## src/sv/hcd_pkg.sv

```systemverilog
`default_nettype none

package hcd_pkg;

	localparam logic [7:0] CH_LF    = 8'h0A;
	localparam logic [7:0] CH_TAB   = 8'h09;
	localparam logic [7:0] CH_CR    = 8'h0D;
	localparam logic [7:0] CH_SP    = 8'h20;
	localparam logic [7:0] CH_PLUS  = 8'h2B;
	localparam logic [7:0] CH_MINUS = 8'h2D;
	localparam logic [7:0] CH_ZERO  = 8'h30;
	localparam logic [7:0] CH_X_LO  = 8'h78;
	localparam logic [7:0] CH_X_UP  = 8'h58;

	localparam logic [31:0] SIZE_CAP    = 32'h8000_0000;
	localparam logic [31:0] SIZE_MAX    = 32'h7FFF_FFFF;
	localparam logic [31:0] DIGIT_LIMIT = SIZE_CAP >> 4;
	localparam logic [1:0]  TRAIL_BYTES = 2'd2;

	typedef enum logic [5:0] {
		PH_BLANKS = 6'b000001,
		PH_SIGNED = 6'b000010,
		PH_ZERO   = 6'b000100,
		PH_PREFIX = 6'b001000,
		PH_DIGITS = 6'b010000,
		PH_DONE   = 6'b100000
	} phase_t;

	typedef enum logic {
		KIND_PAYLOAD = 1'b0,
		KIND_END     = 1'b1
	} kind_t;

	typedef struct packed {
		phase_t      phase;
		logic [31:0] acc;
		logic        neg;
	} parse_t;

	typedef struct packed {
		kind_t      kind;
		logic [7:0] data;
	} result_t;

	// {valid, value} of a hex character
	function automatic logic [4:0] hex_digit(input logic [7:0] c);
		logic [4:0] r;
		r = 5'd0;
		if (c >= 8'h30 && c <= 8'h39) begin
			r = {1'b1, c[3:0]};
		end else if ((c >= 8'h61 && c <= 8'h66) || (c >= 8'h41 && c <= 8'h46)) begin
			r = {1'b1, c[3:0] + 4'd9};
		end
		return r;
	endfunction

endpackage

`default_nettype wire

```

## src/sv/hcd_if.sv

```systemverilog
`default_nettype none

interface hcd_in_if;
	logic       valid;
	logic       ready;
	logic [7:0] in_byte;
	modport source (output valid, output in_byte, input ready);
	modport sink (input valid, input in_byte, output ready);
endinterface

interface hcd_out_if;
	logic       valid;
	logic       ready;
	logic       out_kind;
	logic [7:0] out_byte;
	modport source (output valid, output out_kind, output out_byte, input ready);
	modport sink (input valid, input out_kind, input out_byte, output ready);
endinterface

interface hcd_cfg_if;
	logic valid;
	logic ready;
	logic chunked_enable;
	modport source (output valid, output chunked_enable, input ready);
	modport sink (input valid, input chunked_enable, output ready);
endinterface

`default_nettype wire

```

## src/sv/hcd_line_parse.sv

```systemverilog
`default_nettype none

// Next state of the size-line scanner for one character.
module hcd_line_parse (
	input  hcd_pkg::parse_t    cur,
	input  logic [7:0]         c,
	output hcd_pkg::parse_t    nxt
);
	import hcd_pkg::*;

	logic [4:0]  hx;
	logic [31:0] grown;
	logic        blank;
	parse_t      start;

	always_comb begin
		hx    = hex_digit(c);
		grown = (cur.acc >= DIGIT_LIMIT) ? SIZE_CAP : {cur.acc[27:0], hx[3:0]};
		blank = (c == CH_SP) || (c >= CH_TAB && c <= CH_CR);

		// first character after blanks and sign
		start = cur;
		if (c == CH_ZERO) begin
			start.phase = PH_ZERO;
		end else if (hx[4]) begin
			start.acc   = grown;
			start.phase = PH_DIGITS;
		end else begin
			start.phase = PH_DONE;
		end

		nxt = cur;
		unique case (cur.phase)
			PH_BLANKS: begin
				if (blank) begin
					nxt = cur;
				end else if (c == CH_PLUS || c == CH_MINUS) begin
					nxt.neg   = (c == CH_MINUS);
					nxt.phase = PH_SIGNED;
				end else begin
					nxt = start;
				end
			end
			PH_SIGNED: nxt = start;
			PH_ZERO: begin
				if (c == CH_X_LO || c == CH_X_UP) begin
					nxt.phase = PH_PREFIX;
				end else if (hx[4]) begin
					nxt.acc   = grown;
					nxt.phase = PH_DIGITS;
				end else begin
					nxt.phase = PH_DONE;
				end
			end
			PH_PREFIX, PH_DIGITS: begin
				if (hx[4]) begin
					nxt.acc   = grown;
					nxt.phase = PH_DIGITS;
				end else begin
					nxt.phase = PH_DONE;
				end
			end
			PH_DONE: nxt.phase = PH_DONE;
			default: nxt.phase = PH_DONE;
		endcase
	end

endmodule

`default_nettype wire

```

## src/sv/hcd_out_buf.sv

```systemverilog
`default_nettype none

// Two-word result queue: two slots written and read in turn.
module hcd_out_buf (
	input  logic               clk,
	input  logic               arst_n,
	input  logic               push,
	input  hcd_pkg::result_t   push_data,
	output logic               space,
	hcd_out_if.source          result
);
	import hcd_pkg::*;

	result_t    slot_q [2];
	logic       wr_q;
	logic       rd_q;
	logic [1:0] cnt_q;
	logic       pop;
	result_t    head;

	assign space  = (cnt_q != 2'd2);
	assign pop    = result.valid && result.ready;
	assign head   = slot_q[rd_q];

	assign result.valid    = (cnt_q != 2'd0);
	assign result.out_kind = head.kind;
	assign result.out_byte = head.data;

	always_ff @(posedge clk) begin
		if (push) begin
			slot_q[wr_q] <= push_data;
		end
	end

	always_ff @(posedge clk or negedge arst_n) begin
		if (!arst_n) begin
			wr_q  <= 1'b0;
			rd_q  <= 1'b0;
			cnt_q <= 2'd0;
		end else begin
			if (push) begin
				wr_q <= ~wr_q;
			end
			if (pop) begin
				rd_q <= ~rd_q;
			end
			case ({push, pop})
				2'b10:   cnt_q <= cnt_q + 2'd1;
				2'b01:   cnt_q <= cnt_q - 2'd1;
				default: cnt_q <= cnt_q;
			endcase
		end
	end

endmodule

`default_nettype wire

```

## src/sv/http_chunked_decoder.sv

```systemverilog
`default_nettype none

// HTTP/1.1 chunked body decoder. Takes one body byte per clock and gives at most one result
// word per byte: a payload byte, or an end marker when a zero-size chunk line ends. With
// chunked_enable low every byte passes straight through. With it high, size lines are read
// as hex (leading blanks, sign, optional 0x, stop at the first non-hex character; only the
// first LINE_CHARS-1 characters of a line count), the size takes effect on LF, that many
// bytes are passed and the two bytes after them dropped. Sizes saturate at 31 bits. Each
// byte is fully handled in the cycle it is taken, so the input sustains one byte per cycle;
// a two-word result queue lets it keep going while a result waits, and ready drops only
// when both words are held. Each result word is registered in the queue before it is offered.
module http_chunked_decoder #(
	parameter int LINE_CHARS = 32
) (
	input  logic       clk,
	input  logic       arst_n,
	hcd_in_if.sink     body,
	hcd_out_if.source  result,
	hcd_cfg_if.sink    cfg
);
	import hcd_pkg::*;

	localparam int LEN_W = $clog2(LINE_CHARS);
	localparam logic [LEN_W-1:0] LEN_LAST = LEN_W'(LINE_CHARS - 1);

	logic             en_q;
	logic [31:0]      rem_q;
	logic [1:0]       trail_q;
	logic [LEN_W-1:0] len_q;
	parse_t           line_q;
	parse_t           line_nxt;

	logic             take;
	logic             space;
	logic             header;
	logic             push;
	result_t          push_data;
	logic [31:0]      size_new;

	hcd_line_parse u_parse (
		.cur (line_q),
		.c   (body.in_byte),
		.nxt (line_nxt)
	);

	hcd_out_buf u_out (
		.clk       (clk),
		.arst_n    (arst_n),
		.push      (push),
		.push_data (push_data),
		.space     (space),
		.result    (result)
	);

	assign body.ready = space;
	assign cfg.ready  = 1'b1;
	assign take       = body.valid && body.ready;
	assign header     = (rem_q == 32'd0) || rem_q[31];

	always_comb begin
		if (line_q.neg) begin
			size_new = 32'd0 - line_q.acc;
		end else begin
			size_new = line_q.acc[31] ? SIZE_MAX : line_q.acc;
		end
	end

	always_comb begin
		push           = 1'b0;
		push_data.kind = KIND_PAYLOAD;
		push_data.data = body.in_byte;
		if (take) begin
			if (!en_q) begin
				push = 1'b1;
			end else if (trail_q == 2'd0) begin
				if (header) begin
					if (body.in_byte == CH_LF && line_q.acc == 32'd0) begin
						push           = 1'b1;
						push_data.kind = KIND_END;
						push_data.data = 8'd0;
					end
				end else begin
					push = 1'b1;
				end
			end
		end
	end

	always_ff @(posedge clk or negedge arst_n) begin
		if (!arst_n) begin
			en_q         <= 1'b0;
			rem_q        <= '1;
			trail_q      <= 2'd0;
			len_q        <= '0;
			line_q.phase <= PH_BLANKS;
			line_q.acc   <= 32'd0;
			line_q.neg   <= 1'b0;
		end else begin
			if (cfg.valid && cfg.ready) begin
				en_q <= cfg.chunked_enable;
			end
			if (take && en_q) begin
				if (trail_q != 2'd0) begin
					trail_q <= trail_q - 2'd1;
				end else if (header) begin
					if (body.in_byte == CH_LF) begin
						rem_q        <= size_new;
						len_q        <= '0;
						line_q.phase <= PH_BLANKS;
						line_q.acc   <= 32'd0;
						line_q.neg   <= 1'b0;
					end else if (len_q < LEN_LAST) begin
						len_q  <= len_q + LEN_W'(1);
						line_q <= line_nxt;
					end
				end else begin
					rem_q <= rem_q - 32'd1;
					if (rem_q == 32'd1) begin
						trail_q <= TRAIL_BYTES;
					end
				end
			end
		end
	end

	a_end_zero: assert property (@(posedge clk) disable iff (!arst_n)
		(result.valid && result.out_kind) |-> (result.out_byte == 8'd0))
		else $error("end marker carries a nonzero byte");

	a_trail_after_chunk: assert property (@(posedge clk) disable iff (!arst_n)
		(trail_q != 2'd0) |-> (rem_q == 32'd0))
		else $error("trailer pending while chunk bytes remain");

	a_line_bound: assert property (@(posedge clk) disable iff (!arst_n)
		len_q <= LEN_LAST)
		else $error("size line length overran");

	a_acc_cap: assert property (@(posedge clk) disable iff (!arst_n)
		line_q.acc <= SIZE_CAP)
		else $error("size accumulator above saturation value");

endmodule

`default_nettype wire

```

## src/flat_wrapper.sv

```systemverilog
// flat-port wrapper written by rule: the top's interface ports become plain ports
module http_chunked_decoder_flat import hcd_pkg::*;
#(
	parameter int LINE_CHARS = 32
)
  (clk, arst_n, body_valid, body_in_byte, body_ready, result_valid, result_out_kind, result_out_byte, result_ready, cfg_valid, cfg_chunked_enable, cfg_ready);
  hcd_in_if body_i ();
  hcd_out_if result_i ();
  hcd_cfg_if cfg_i ();
  input  logic clk;
  input  logic arst_n;
  input wire logic [$bits(body_i.valid)-1:0] body_valid;
  input wire logic [$bits(body_i.in_byte)-1:0] body_in_byte;
  output wire logic [$bits(body_i.ready)-1:0] body_ready;
  output wire logic [$bits(result_i.valid)-1:0] result_valid;
  output wire logic [$bits(result_i.out_kind)-1:0] result_out_kind;
  output wire logic [$bits(result_i.out_byte)-1:0] result_out_byte;
  input wire logic [$bits(result_i.ready)-1:0] result_ready;
  input wire logic [$bits(cfg_i.valid)-1:0] cfg_valid;
  input wire logic [$bits(cfg_i.chunked_enable)-1:0] cfg_chunked_enable;
  output wire logic [$bits(cfg_i.ready)-1:0] cfg_ready;
  assign body_i.valid = body_valid;
  assign body_i.in_byte = body_in_byte;
  assign body_ready = body_i.ready;
  assign result_valid = result_i.valid;
  assign result_out_kind = result_i.out_kind;
  assign result_out_byte = result_i.out_byte;
  assign result_i.ready = result_ready;
  assign cfg_i.valid = cfg_valid;
  assign cfg_i.chunked_enable = cfg_chunked_enable;
  assign cfg_ready = cfg_i.ready;
  http_chunked_decoder #(.LINE_CHARS(LINE_CHARS)) u_core (.clk(clk), .arst_n(arst_n), .body(body_i), .result(result_i), .cfg(cfg_i));
endmodule
```

## config.mk

```make
export PLATFORM = sky130hd
export DESIGN_NAME = http_chunked_decoder_flat
export DESIGN_NICKNAME = d
export VERILOG_FILES = /design/src/sv/hcd_pkg.sv /design/src/sv/hcd_if.sv /design/src/sv/hcd_line_parse.sv /design/src/sv/hcd_out_buf.sv /design/src/sv/http_chunked_decoder.sv /design/src/flat_wrapper.sv
export SDC_FILE = /design/constraint.sdc
export NUM_CORES = 1
export LEC_CHECK = 0
export ABC_AREA = 1
export BUFFER_PORTS_ARGS = -buffer_cell sky130_fd_sc_hd__buf_2
export CORE_ASPECT_RATIO = 0.5
export CORE_MARGIN = 2
export CORE_UTILIZATION = 35
export CTS_CLUSTER_SIZE = 40
export DETAILED_ROUTE_END_ITERATION = 6
export GPL_TIMING_DRIVEN = 0
export PLACE_DENSITY = 0.56
export SLEW_MARGIN = 15
export SYNTH_ARGS = -nofsm -noshare
export SYNTH_HDL_FRONTEND = slang
export SYNTH_SLANG_ARGS = --single-unit
```

## constraint.sdc

```tcl
create_clock -name clk -period 5.94 [get_ports clk]
set_input_delay 0.297 -clock clk [delete_from_list [all_inputs] [get_ports clk]]
set_output_delay 0.297 -clock clk [all_outputs]
set_load 0.02 [all_outputs]
```

==> impl_results.md, run 1 <==
- Worst vdd ir: 0.198 mV
- Count of final setup violators: 0
- Routed WL per cell: 15.0 microns
- Nets@finish: 1,133
- RR Endpoint: u_core.u_out.slot_q[1][3]
- Hold path depth: 2
- Reg2Reg Depth: 12
- Synth Area per Inst: 6.71 sq um
- Max clock buf depth: 2
- Hold Crit Class: in -> reg
- Initial Utilization: 0.353
- Hold Path End: u_core.en_q
- Critical path endpoint category: flop
- CTS tree: done
- Total gr overflow: 0
- Final cycle utilization of the critical path: 0.495
- Port bufs: 22
- Crit start category: flop
- Post-synthesis cell type count: 41
- Crit Path Max Fanout: 9
- Cells after Synth: 1,072
- Layout area overhead: 11.1%
- First-pass GRT wire length: 34,800 microns
- Mapped Area: 7190 sq um
- H-tree Lvls: 3
- Reg area: 2660 sq um
- Tmin final: 2.94 ns
- Vias in the first global route: 6,540
- Clk slew on worst S/H paths: 0.08 ns
- CP required: 5.94 ns
- Hold Vio Cnt, Final: 0
- Vias per cell: 4.96
- Worst hold margin: 0.145 ns
- Largest net degree at the start of global routing: 43
- Die height: 105 microns
- CORE AREA: 20,400 sq um
- DPL Wire Length: 15,900 microns
- IO Pins: 26
- Placed cell count: 1,368
- Layout cell share with drive strength beyond 1: 0.125
- Fin area: 7990 sq um
- Area of the multi-input gates: 3930 sq um
- # rows: 37
- Synth warnings: 0
- CTS Root Cell: clkbuf_16
- Die area: 21,800 sq um
- Placed cell area: 7670 sq um
- Antenna violations before repair: 0
- Die width: 207 microns
- Relative slew slack: 0.461
- RSZ-0062 raised after global routing: false
- Setup bufs post-CTS: 0
- Number of fill cells: 2,194
- CP Data Arrival Time: 2.94 ns
- Antenna diodes: 0
- Clk_lat worst skew: 0.37 ns
- Slew Viols, Final: 0
- Number of CTS-inserted buffers: 9
- DRC viols: 0
- Worst Min Path Start: cfg_valid
- Maxcap violations: 0
- Worst Max-Slew Pin Slew: 0.805 ns
- Final ANT Viol Nets: 0
- Syn_nets: 1,098
- #FFs+latches synth: 101
- Worst R2R Start: u_core.line_q[1]
- Status: complete, no violations
- Critical path class: reg -> reg
- RD Place Congestion: 0.879
- Clock skew: 0.0100 ns
- Fmax achieved: 340 MHz
- DR iter-0 viols: 537
- GR Util All Layers: 0.204
- Final Non-Filler Cells: 1,385
- Pwr Density: 384 nW/um^2
- Pre-Repair DR Iteration Count: 6
- Register area share after synthesis: 0.370
- R2R Setup Slk: 3.00 ns
- Fin util: 0.392
- Pleak: 4.23 nW
- Fin Setup TNS: 0 ns
- Final WL: 20,700 microns
- Vias: 6,868
- Sink Count: 101
[metal layers]
layer	vias up	track usage	part of all wire
met3	17	0.0368	0.044
met4	0	0.0451	0.010
li1	3492	-	-
met5	-	0	0
met2	113	0.324	0.45
met1	3246	0.288	0.50
[kinds of logic (layout without fill, tap and decap cells)]
kind of cell	count (synthesis)	in the layout	share of synthesized area
fa+ha+maj	12	12	0.0209
buf+inv	134	174	0.0845
flops	101	101	0.370
mux	1	1	0.00139
xor+xnor	23	23	0.0280
compound gates	86	86	0.0703
other cells	1	1	0.000521
simple gates	714	714	0.425
[Yosys cell counts]
cell type | instances | share of area
nand2_1 | 357 | 0.19
nor2_1 | 162 | 0.085
nand3_1 | 140 | 0.097
inv_1 | 86 | 0.045
o21ai_0 | 54 | 0.038
dfrtp_1 | 50 | 0.17
dfstp_2 | 33 | 0.12
edfxtp_1 | 18 | 0.075
nand4_1 | 16 | 0.014
clkbuf_1 | 13 | 0.0068
xor2_1 | 13 | 0.016
ha_1 | 12 | 0.021
buf_2 | 10 | 0.0070
xnor2_1 | 10 | 0.012
buf_6 | 9 | 0.014
o211ai_1 | 8 | 0.0083
a21oi_1 | 7 | 0.0049
inv_2 | 7 | 0.0037
nand2_2 | 7 | 0.0061
nor2_4 | 7 | 0.011
nor3_1 | 7 | 0.0049
buf_4 | 6 | 0.0063
o21ai_1 | 6 | 0.0042
nor2_2 | 5 | 0.0043
o21ai_2 | 5 | 0.0061
nand3b_1 | 4 | 0.0042
nand2_4 | 3 | 0.0047
nand3_2 | 3 | 0.0042
o211ai_2 | 2 | 0.0035
and2_1 | 1 | 0.00087
and3_1 | 1 | 0.00087
buf_1 | 1 | 0.00052
clkinv_1 | 1 | 0.00052
conb_1 | 1 | 0.00052
inv_4 | 1 | 0.00087
mux2i_1 | 1 | 0.0014
nor4_2 | 1 | 0.0017
o21a_1 | 1 | 0.0010
o21bai_1 | 1 | 0.0010
o21bai_4 | 1 | 0.0026
o31ai_1 | 1 | 0.0010
[power breakdown]
group	switching, mW	internal (mW)	leakage [nW]	total, mW
sequential	0.142	0.920	1.19	1.06
clock	0.303	0.338	0.152	0.641
combinational	0.921	0.442	2.89	1.36
total	1.37	1.70	4.23	3.07
[worst max-delay path by stage]
stage | slack [ns] | endpoint | from
2_1_floorplan | 3.67 | u_core.u_out.slot_q[1][0] | u_core.rem_q[0]
3_3_place_gp | 3.02 | u_core.u_out.slot_q[1][6] | u_core.line_q[1]
3_5_place_dp | 2.95 | u_core.u_out.slot_q[1][5] | u_core.line_q[1]
4_1_cts | 2.94 | u_core.u_out.slot_q[1][3] | u_core.line_q[1]
5_1_grt | 2.67 | u_core.u_out.slot_q[1][3] | u_core.line_q[1]
6_report | 3.00 | u_core.u_out.slot_q[1][3] | u_core.line_q[1]
[per-stage QoR]
step	setup WS, ns	total power, mW
final	3.00	3.07
after global placement	3.02	2.42
after floorplan	3.67	2.06
after CTS	2.94	3.09
after global routing	2.67	3.32
after detailed placement	2.95	2.43
[what timing repair did]
action / CTS / global route
hold endpoints to repair: 9 / 0
hold buffers: 1 / 0
resized for setup: 0 / 0
[cell usage in the layout, fill, tap and decap left out, types with 2 or more instances in the layout]
master,synthesis,layout
o21ai_0,54,54
nand2_2,7,7
inv_1,86,86
o21ai_1,6,6
ha_1,12,12
buf_6,9,9
inv_2,7,7
nor2_4,7,7
nor2_2,5,5
nand2_4,3,3
nand3_1,140,140
nand4_1,16,16
nand3_2,3,3
xor2_1,13,13
xnor2_1,10,10
o211ai_1,8,8
o211ai_2,2,2
nor2_1,162,162
inv_8,0,3
nand3b_1,4,4
dfrtp_1,50,50
clkbuf_1,13,13
clkbuf_16,0,9
nand2_1,357,357
a21oi_1,7,7
inv_6,0,2
dfstp_2,33,33
buf_2,10,31
nor3_1,7,7
o21ai_2,5,5
buf_4,6,7
edfxtp_1,18,18
[state kept, by name (all words and copies together) (netlist names)]
register and cells:
u_core.u_out.cnt_q 2, u_core.u_out.slot_q 18, u_core.rem_q 32, u_core.en_q 1, u_core.u_out.wr_q 1, u_core.trail_q 2
u_core.u_out.rd_q 1, u_core.len_q 5, u_core.line_q 39
[area by class of cell]
cell class | instances | share of cell area
tap | 273 | 0.0427
timing repair buffer | 24 | 0.0179
buffer | 39 | 0.0312
multi-input combinational | 837 | 0.492
sequential | 101 | 0.333
clock inverter | 7 | 0.0108
inverter | 95 | 0.0449
clock buffer | 9 | 0.0282
[critical path: stages (launching register included)]
cell	delay, ns
dfrtp_1	0.44
inv_1	0.14
ha_1	0.21
nand2_1	0.13
nor2_1	0.38
nand3_1	0.12
nor2_1	0.15
nand2_1	0.06
nand2_1	0.06
nand2_1	0.07
nand2_1	0.09
nand2_1	0.09
nor2_1	0.62
Power figures use the tool's default switching activity.
==> run 2: changes to the inputs <==
PLACE_DENSITY = 0.58   (was 0.56)
clock period = 2.6 ns   (was 5.94 ns; I/O delays follow)
==> impl_results.md, run 2 (synthesis results as in run 1) <==
- Die height: 105 microns (unchanged)
- Die area: 21,800 sq um (unchanged)
- Top Registers: u_core.line_q: 39 flops, u_core.rem_q: 32 flops, u_core.u_out.slot_q: 18 flops
- Clk slew on worst S/H paths: 0.09 ns (about the same)
- Die width: 207 microns (unchanged)
- Critical path class: reg -> reg
- R2R Setup Slk: 0.12 ns (-2.88 ns)
- Routed WL per cell: 14.9 microns (-0.26%)
- Status: complete, no violations
- Setup crit start: u_core.line_q[1]
- Clk_lat worst skew: 0.38 ns (about the same)
- Crit Path Max Fanout: 9 (unchanged)
- P_int: 3.86 mW (+130%)
- Max clock buf depth: 2 (unchanged)
- Layout cell share with drive strength beyond 1: 0.136 (+0.0111)
- Crit start category: flop
- Final Power: 7.09 mW (+130%)
- RSZ-0062 raised after global routing: true
- Slew Viols, Final: 0 (unchanged)
- H-tree Lvls: 3 (unchanged)
- Maxcap violations: 0 (unchanged)
- Total gr overflow: 0 (unchanged)
- Vias in the first global route: 6,674 (+2.0%)
- Largest net degree at the start of global routing: 49 (+14%)
- Sequential Power Share: 0.341 (-0.005)
- Fin util: 0.397 (+0.00516)
- Pleak: 4.26 nW (+0.79%)
- Worst Min Path Start: result_ready
- Setup ws final: 0.124 ns (-2.88 ns)
- Count of final setup violators: 0 (unchanged)
- Hold Crit Class: in -> reg
- Number of fill cells: 2,232 (+1.7%)
- DR iter-0 viols: 523 (-2.6%)
- CP required: 2.63 ns (-3.31 ns)
- Most flops, register: u_core.line_q
- Port bufs: 22 (unchanged)
- Worst Max-Slew Pin Slew: 0.605 ns (-0.200 ns)
- CTS tree: done
- Tmin final: 2.48 ns (-0.462 ns)
- Worst R2R Start: u_core.line_q[1]
- CORE AREA: 20,400 sq um (unchanged)
- # rows: 37 (unchanged)
- Most frequent cells in the layout: 355 x nand2_1, 160 x nor2_1, 140 x nand3_1
- Final cycle utilization of the critical path: 0.952 (+0.458)
- Sink Count: 101 (unchanged)
- RD Place Congestion: 0.913 (+3.8%)
- Setup slack after placement: -0.355 ns (-3.30 ns)
- Pwr Density: 876 nW/um^2 (+130%)
- Critical path endpoint category: flop
- Final ANT Viol Nets: 0 (unchanged)
- Number of CTS-inserted buffers: 9 (unchanged)
- CTS Root Cell: clkbuf_16
- Nets@finish: 1,138 (+0.44%)
- Initial Utilization: 0.353 (unchanged)
- Final WL: 20,700 microns (+0.10%)
- GR Util All Layers: 0.201 (-0.00314)
- DRC viols: 0 (unchanged)
- Vias per cell: 4.94 (-0.40%)
- Clock power share: 0.210 (about the same)
- CP Data Arrival Time: 2.51 ns (-0.43 ns)
- Relative slew slack: 0.595 (+0.134)
- DPL Wire Length: 15,700 microns (-1.4%)
- Antenna diodes: 0 (unchanged)
- Commonest non-fill, non-tap cell in the layout: nand2_1
- Pre-Repair DR Iteration Count: 7 (+1)
- Hold Vio Cnt, Final: 0 (unchanged)
- First-pass GRT wire length: 34,200 microns (-1.7%)
- Layout area overhead: 12.5%
- Antenna violations before repair: 0 (unchanged)
- Max reg flops: 39 (unchanged)
- IO Pins: 26 (unchanged)
- Net Switching: 3.23 mW (+140%)
- Clock skew: 0.0143 ns (+0.00425 ns)
- Worst vdd ir: 0.401 mV (+100%)
- Comb power frac: 0.449 (+0.005)
- Switching share of power: 0.456 (+0.0105)
- Fin Setup TNS: 0 ns (unchanged)
- Vias: 6,865 (-0.044%)
- Fmax achieved: 404 MHz (+19%)
## run 2: path summary, 6_finish.rpt
path / cells after the start / to
max: 12 / u_core.u_out.slot_q[1][6]
min: 3 / u_core.u_out.rd_q
max reg2reg: 12 / u_core.u_out.slot_q[1][6]
min reg2reg: 2 / u_core.line_q[32]
max in group asynchronous: 3 / u_core.rem_q[27]
min in group asynchronous: 2 / u_core.u_out.rd_q
## run 2: metrics by stage
| step | cells | hold WS, ns | cell area (sq um) |
|---|---|---|---|
| 6_report | 1390 | 0.0516 | 8100 |
| 5_1_grt | 1390 | 0.0631 | 8100 |
| 4_1_cts | 1388 | 0.0535 | 8050 |
| 3_5_place_dp | 1368 | 0.134 | 7680 |
| 3_3_place_gp | 1367 | 0.350 | 7650 |
| 2_1_floorplan | 1072 | -0.166 | 7190 |
## run 2: metal layers
layer,vias to the layer above,global-route usage,part of all wire
li1,3513,-,-
met1,3166,0.274,0.48
met2,164,0.327,0.46
met3,22,0.0377,0.046
met4,0,0.0502,0.014
met5,-,0,0
## run 2: area by class of cell
type,instances,area (sq um),area share
multi-input cells,837,3970,0.490
flip-flops and latches,101,2660,0.329
inverters,95,359,0.0444
well taps,273,342,0.0422
plain buffers,39,249,0.0308
clock buffers,9,225,0.0278
repair buffers,29,193,0.0238
clock inverters,7,98.8,0.0122
## run 2: critical path, cell delays in order, from the launching register on
cell and delay (ns):
dfrtp_2 0.46, inv_2 0.08, ha_2 0.20, nand2_2 0.11, nor2_4 0.19, nand3_1 0.11
nor2_1 0.14, nand2_1 0.09, nand2_1 0.07, nand2_1 0.05, nand2_1 0.10, nand2_2 0.10
nor2_2 0.42
## run 2: power groups by stage
stage	Combinational (mW)	Sequential (mW)	Clock (mW)
floorplan	2.36	2.35	0
global placement	3.08	2.43	0
detailed placement	3.13	2.44	0
CTS	3.16	2.41	1.52
global route	3.60	2.47	1.58
finish	3.18	2.42	1.49
## run 2: what timing repair did
action / in CTS / in global routing
setup endpoints to repair: 16 / 25
pin swaps: 2 / 1
hold buffers: 3 / 0
resized for setup: 3 / 10
gates cloned: 0 / 0
buffers inserted: 1 / 2
hold endpoints to repair: 35 / 0
==> run 3: changes to the inputs <==
PLACE_DENSITY = 0.59   (was 0.58)
clock period = 2.21 ns   (was 2.6 ns; I/O delays follow)
==> impl_results.md, run 3 (synthesis results as in run 1) <==
- Fmax achieved: 464 MHz (+15%)
- Largest net degree at the start of global routing: 56 (+14%)
- Layout cell share with drive strength beyond 1: 0.183 (+0.0469)
- CP required: 2.46 ns (-0.17 ns)
- Die width: 207 microns (unchanged)
- H-tree Lvls: 3 (unchanged)
- Die area: 21,800 sq um (unchanged)
- Antenna diodes: 0 (unchanged)
- Slew Viols, Final: 0 (unchanged)
- Max clock buf depth: 2 (unchanged)
- GR Util All Layers: 0.205 (+0.00469)
- Worst R2R Start: u_core.rem_q[20]
- CORE AREA: 20,400 sq um (unchanged)
- Final Power: 8.43 mW (+19%)
- RR Endpoint: u_core.u_out.cnt_q[1]
- Antenna violations before repair: 0 (unchanged)
- Vias: 7,286 (+6.1%)
- Vias per cell: 5.19 (+5.1%)
- Pre-Repair DR Iteration Count: 5 (-2)
- Nets@finish: 1,152 (+1.2%)
- Reg2Reg Depth: 13 (+1)
- Pleak: 4.34 nW (+2.0%)
- Maxcap violations: 0 (unchanged)
- First-pass GRT wire length: 34,900 microns (+2.1%)
- Number of CTS-inserted buffers: 9 (unchanged)
- Placed cell count: 1,368 (unchanged)
- IO Pins: 26 (unchanged)
- Cell at the slowest stage of the critical path: dfstp_2
- Initial Utilization: 0.353 (unchanged)
- Layout area overhead: 15.9%
- Critical Path, Cell by Cell: nor2_1 > nand2_1 > nor2_2 > nand2_1 > o21bai_4 > nand2_2 > nand2_1 > nand2_2 > nand2_2 > ha_4 > a21oi_2 > o21ai_1 > xor2_1
- Final WL: 22,000 microns (+5.9%)
- Vias in the first global route: 6,365 (-4.6%)
- R2R Setup Slk: 0.05 ns (-0.07 ns)
- Relative slew slack: 0.626 (+0.0309)
- Most flops, register: u_core.line_q
- # rows: 37 (unchanged)
- Status: complete, no violations
- Sink Count: 101 (unchanged)
- Commonest non-fill, non-tap cell in the layout: nand2_1
- Top Registers: u_core.line_q: 39 flops, u_core.rem_q: 32 flops, u_core.u_out.slot_q: 18 flops
- DR iter-0 viols: 820 (+57%)
- Count of final setup violators: 0 (unchanged)
- Hold Crit Class: in -> reg
- Hold Vio Cnt, Final: 0 (unchanged)
- Tmin final: 2.16 ns (-0.319 ns)
- Clock skew: 0.0121 ns (-0.00219 ns)
- Total gr overflow: 0 (unchanged)
- RSZ-0062 raised after global routing: true
- Number of fill cells: 2,149 (-3.7%)
- Hold Path End: u_core.u_out.rd_q
- DRC viols: 0 (unchanged)
- Most frequent cells in the layout: 350 x nand2_1, 143 x nor2_1, 139 x nand3_1
- CTS tree: done
- Critical path class: reg -> reg
- Die height: 105 microns (unchanged)
- Clk slew on worst S/H paths: 0.08 ns (about the same)
- Routed WL per cell: 15.6 microns (+4.8%)
- DPL Wire Length: 16,300 microns (+4.1%)
- Crit Path Max Fanout: 4 (-5)
- Clk_lat worst skew: 0.36 ns (-0.02 ns)
- Critical path endpoint category: flop
- Final cycle utilization of the critical path: 0.976 (+0.0237)
- Final ANT Viol Nets: 0 (unchanged)
- Port bufs: 22 (unchanged)
- CTS Root Cell: clkbuf_16
- Hold path depth: 3 (unchanged)
- RD Place Congestion: 0.945 (+3.5%)
- Fin Setup TNS: 0 ns (unchanged)
- CP Data Arrival Time: 2.41 ns (-0.10 ns)
- Worst Max-Slew Pin Slew: 0.561 ns (-0.0441 ns)
- Max reg flops: 39 (unchanged)
- Worst Min Path Start: result_ready
- Max incr delay on CP: 0.40 ns (-0.06 ns)
- Worst vdd ir: 0.463 mV (+15%)
- Crit start category: flop
- Pwr Density: 1010 nW/um^2 (+15%)
- Final Non-Filler Cells: 1,404 (+1.0%)
[run 3: cell types whose count changed in the layout (fill, tap and decap cells not counted), moves of 6 or more]
cell     delta
dfrtp_2     +6
inv_2      +10
nor2_1     -17
buf_4      +14
dfrtp_1     -6
nor2_2     +12
inv_1      -11
buf_2       -7
[run 3: worst max-delay path by stage]
stage | startpoint | end | cells past startpoint
after floorplan | u_core.rem_q[1] | u_core.u_out.cnt_q[1] | 14
after global placement | u_core.line_q[1] | u_core.u_out.slot_q[1][2] | 12
after detailed placement | u_core.line_q[1] | u_core.u_out.slot_q[1][2] | 12
after CTS | u_core.line_q[17] | u_core.u_out.cnt_q[1] | 14
after global routing | u_core.line_q[1] | u_core.u_out.cnt_q[1] | 15
final | u_core.rem_q[20] | u_core.u_out.cnt_q[1] | 13
[run 3: through the flow]
stage	setup WS, ns	util	cell area (sq um)	hold WS (ns)
2_1_floorplan	0.0209	-	7200	-0.185
3_3_place_gp	-0.411	0.376	7650	0.324
3_5_place_dp	-0.417	0.377	7680	0.0808
4_1_cts	0.00199	0.402	8190	0.0466
5_1_grt	-0.0612	0.409	8340	0.0720
6_report	0.0532	0.409	8340	0.0508
[run 3: what timing repair did]
action / 4_1_cts / 5_1_grt
gates resized for setup: 35 / 40
hold endpoints to repair: 29 / 0
pin swaps: 6 / 5
hold buffers: 4 / 0
buffers inserted: 9 / 7
endpoints found under the setup margin: 63 / 66
[run 3: cell type report]
class,instances,area (sq um),area share
well taps,273,342,0.0410
clock inverters,6,55.1,0.00660
inverters,95,365,0.0438
multi-input cells,837,4090,0.490
flip-flops and latches,101,2670,0.320
repair buffers,43,325,0.0390
plain buffers,39,269,0.0323
clock buffers,10,229,0.0275
[run 3: report_power, final]
group          total, mW  switching, mW  leakage (nW)  internal [mW]
combinational       3.96           2.60          3.03           1.36
sequential          2.87          0.395          1.18           2.47
clock               1.60          0.813         0.134          0.791
total               8.43           3.80          4.34           4.62
[run 3: critical path, delay by kind of cell (launching register included)]
family,cells,cell delay [ns]
flip-flops,1,0.40
adder cells (fa/ha/maj),1,0.22
AO/OA/AOI/OAI,3,0.32
AND/OR/NAND/NOR,8,0.96
XOR/XNOR,1,0.14
[run 3: per-layer routing]
| layer | up-vias | global-route usage | routed length [microns] |
|---|---|---|---|
| met1 | 3468 | 0.330 | 11300 |
| li1 | 3543 | - | - |
| met5 | - | 0 | 0 |
| met4 | 0 | 0.0350 | 119 |
| met2 | 265 | 0.286 | 9040 |
| met3 | 10 | 0.0318 | 1500 |
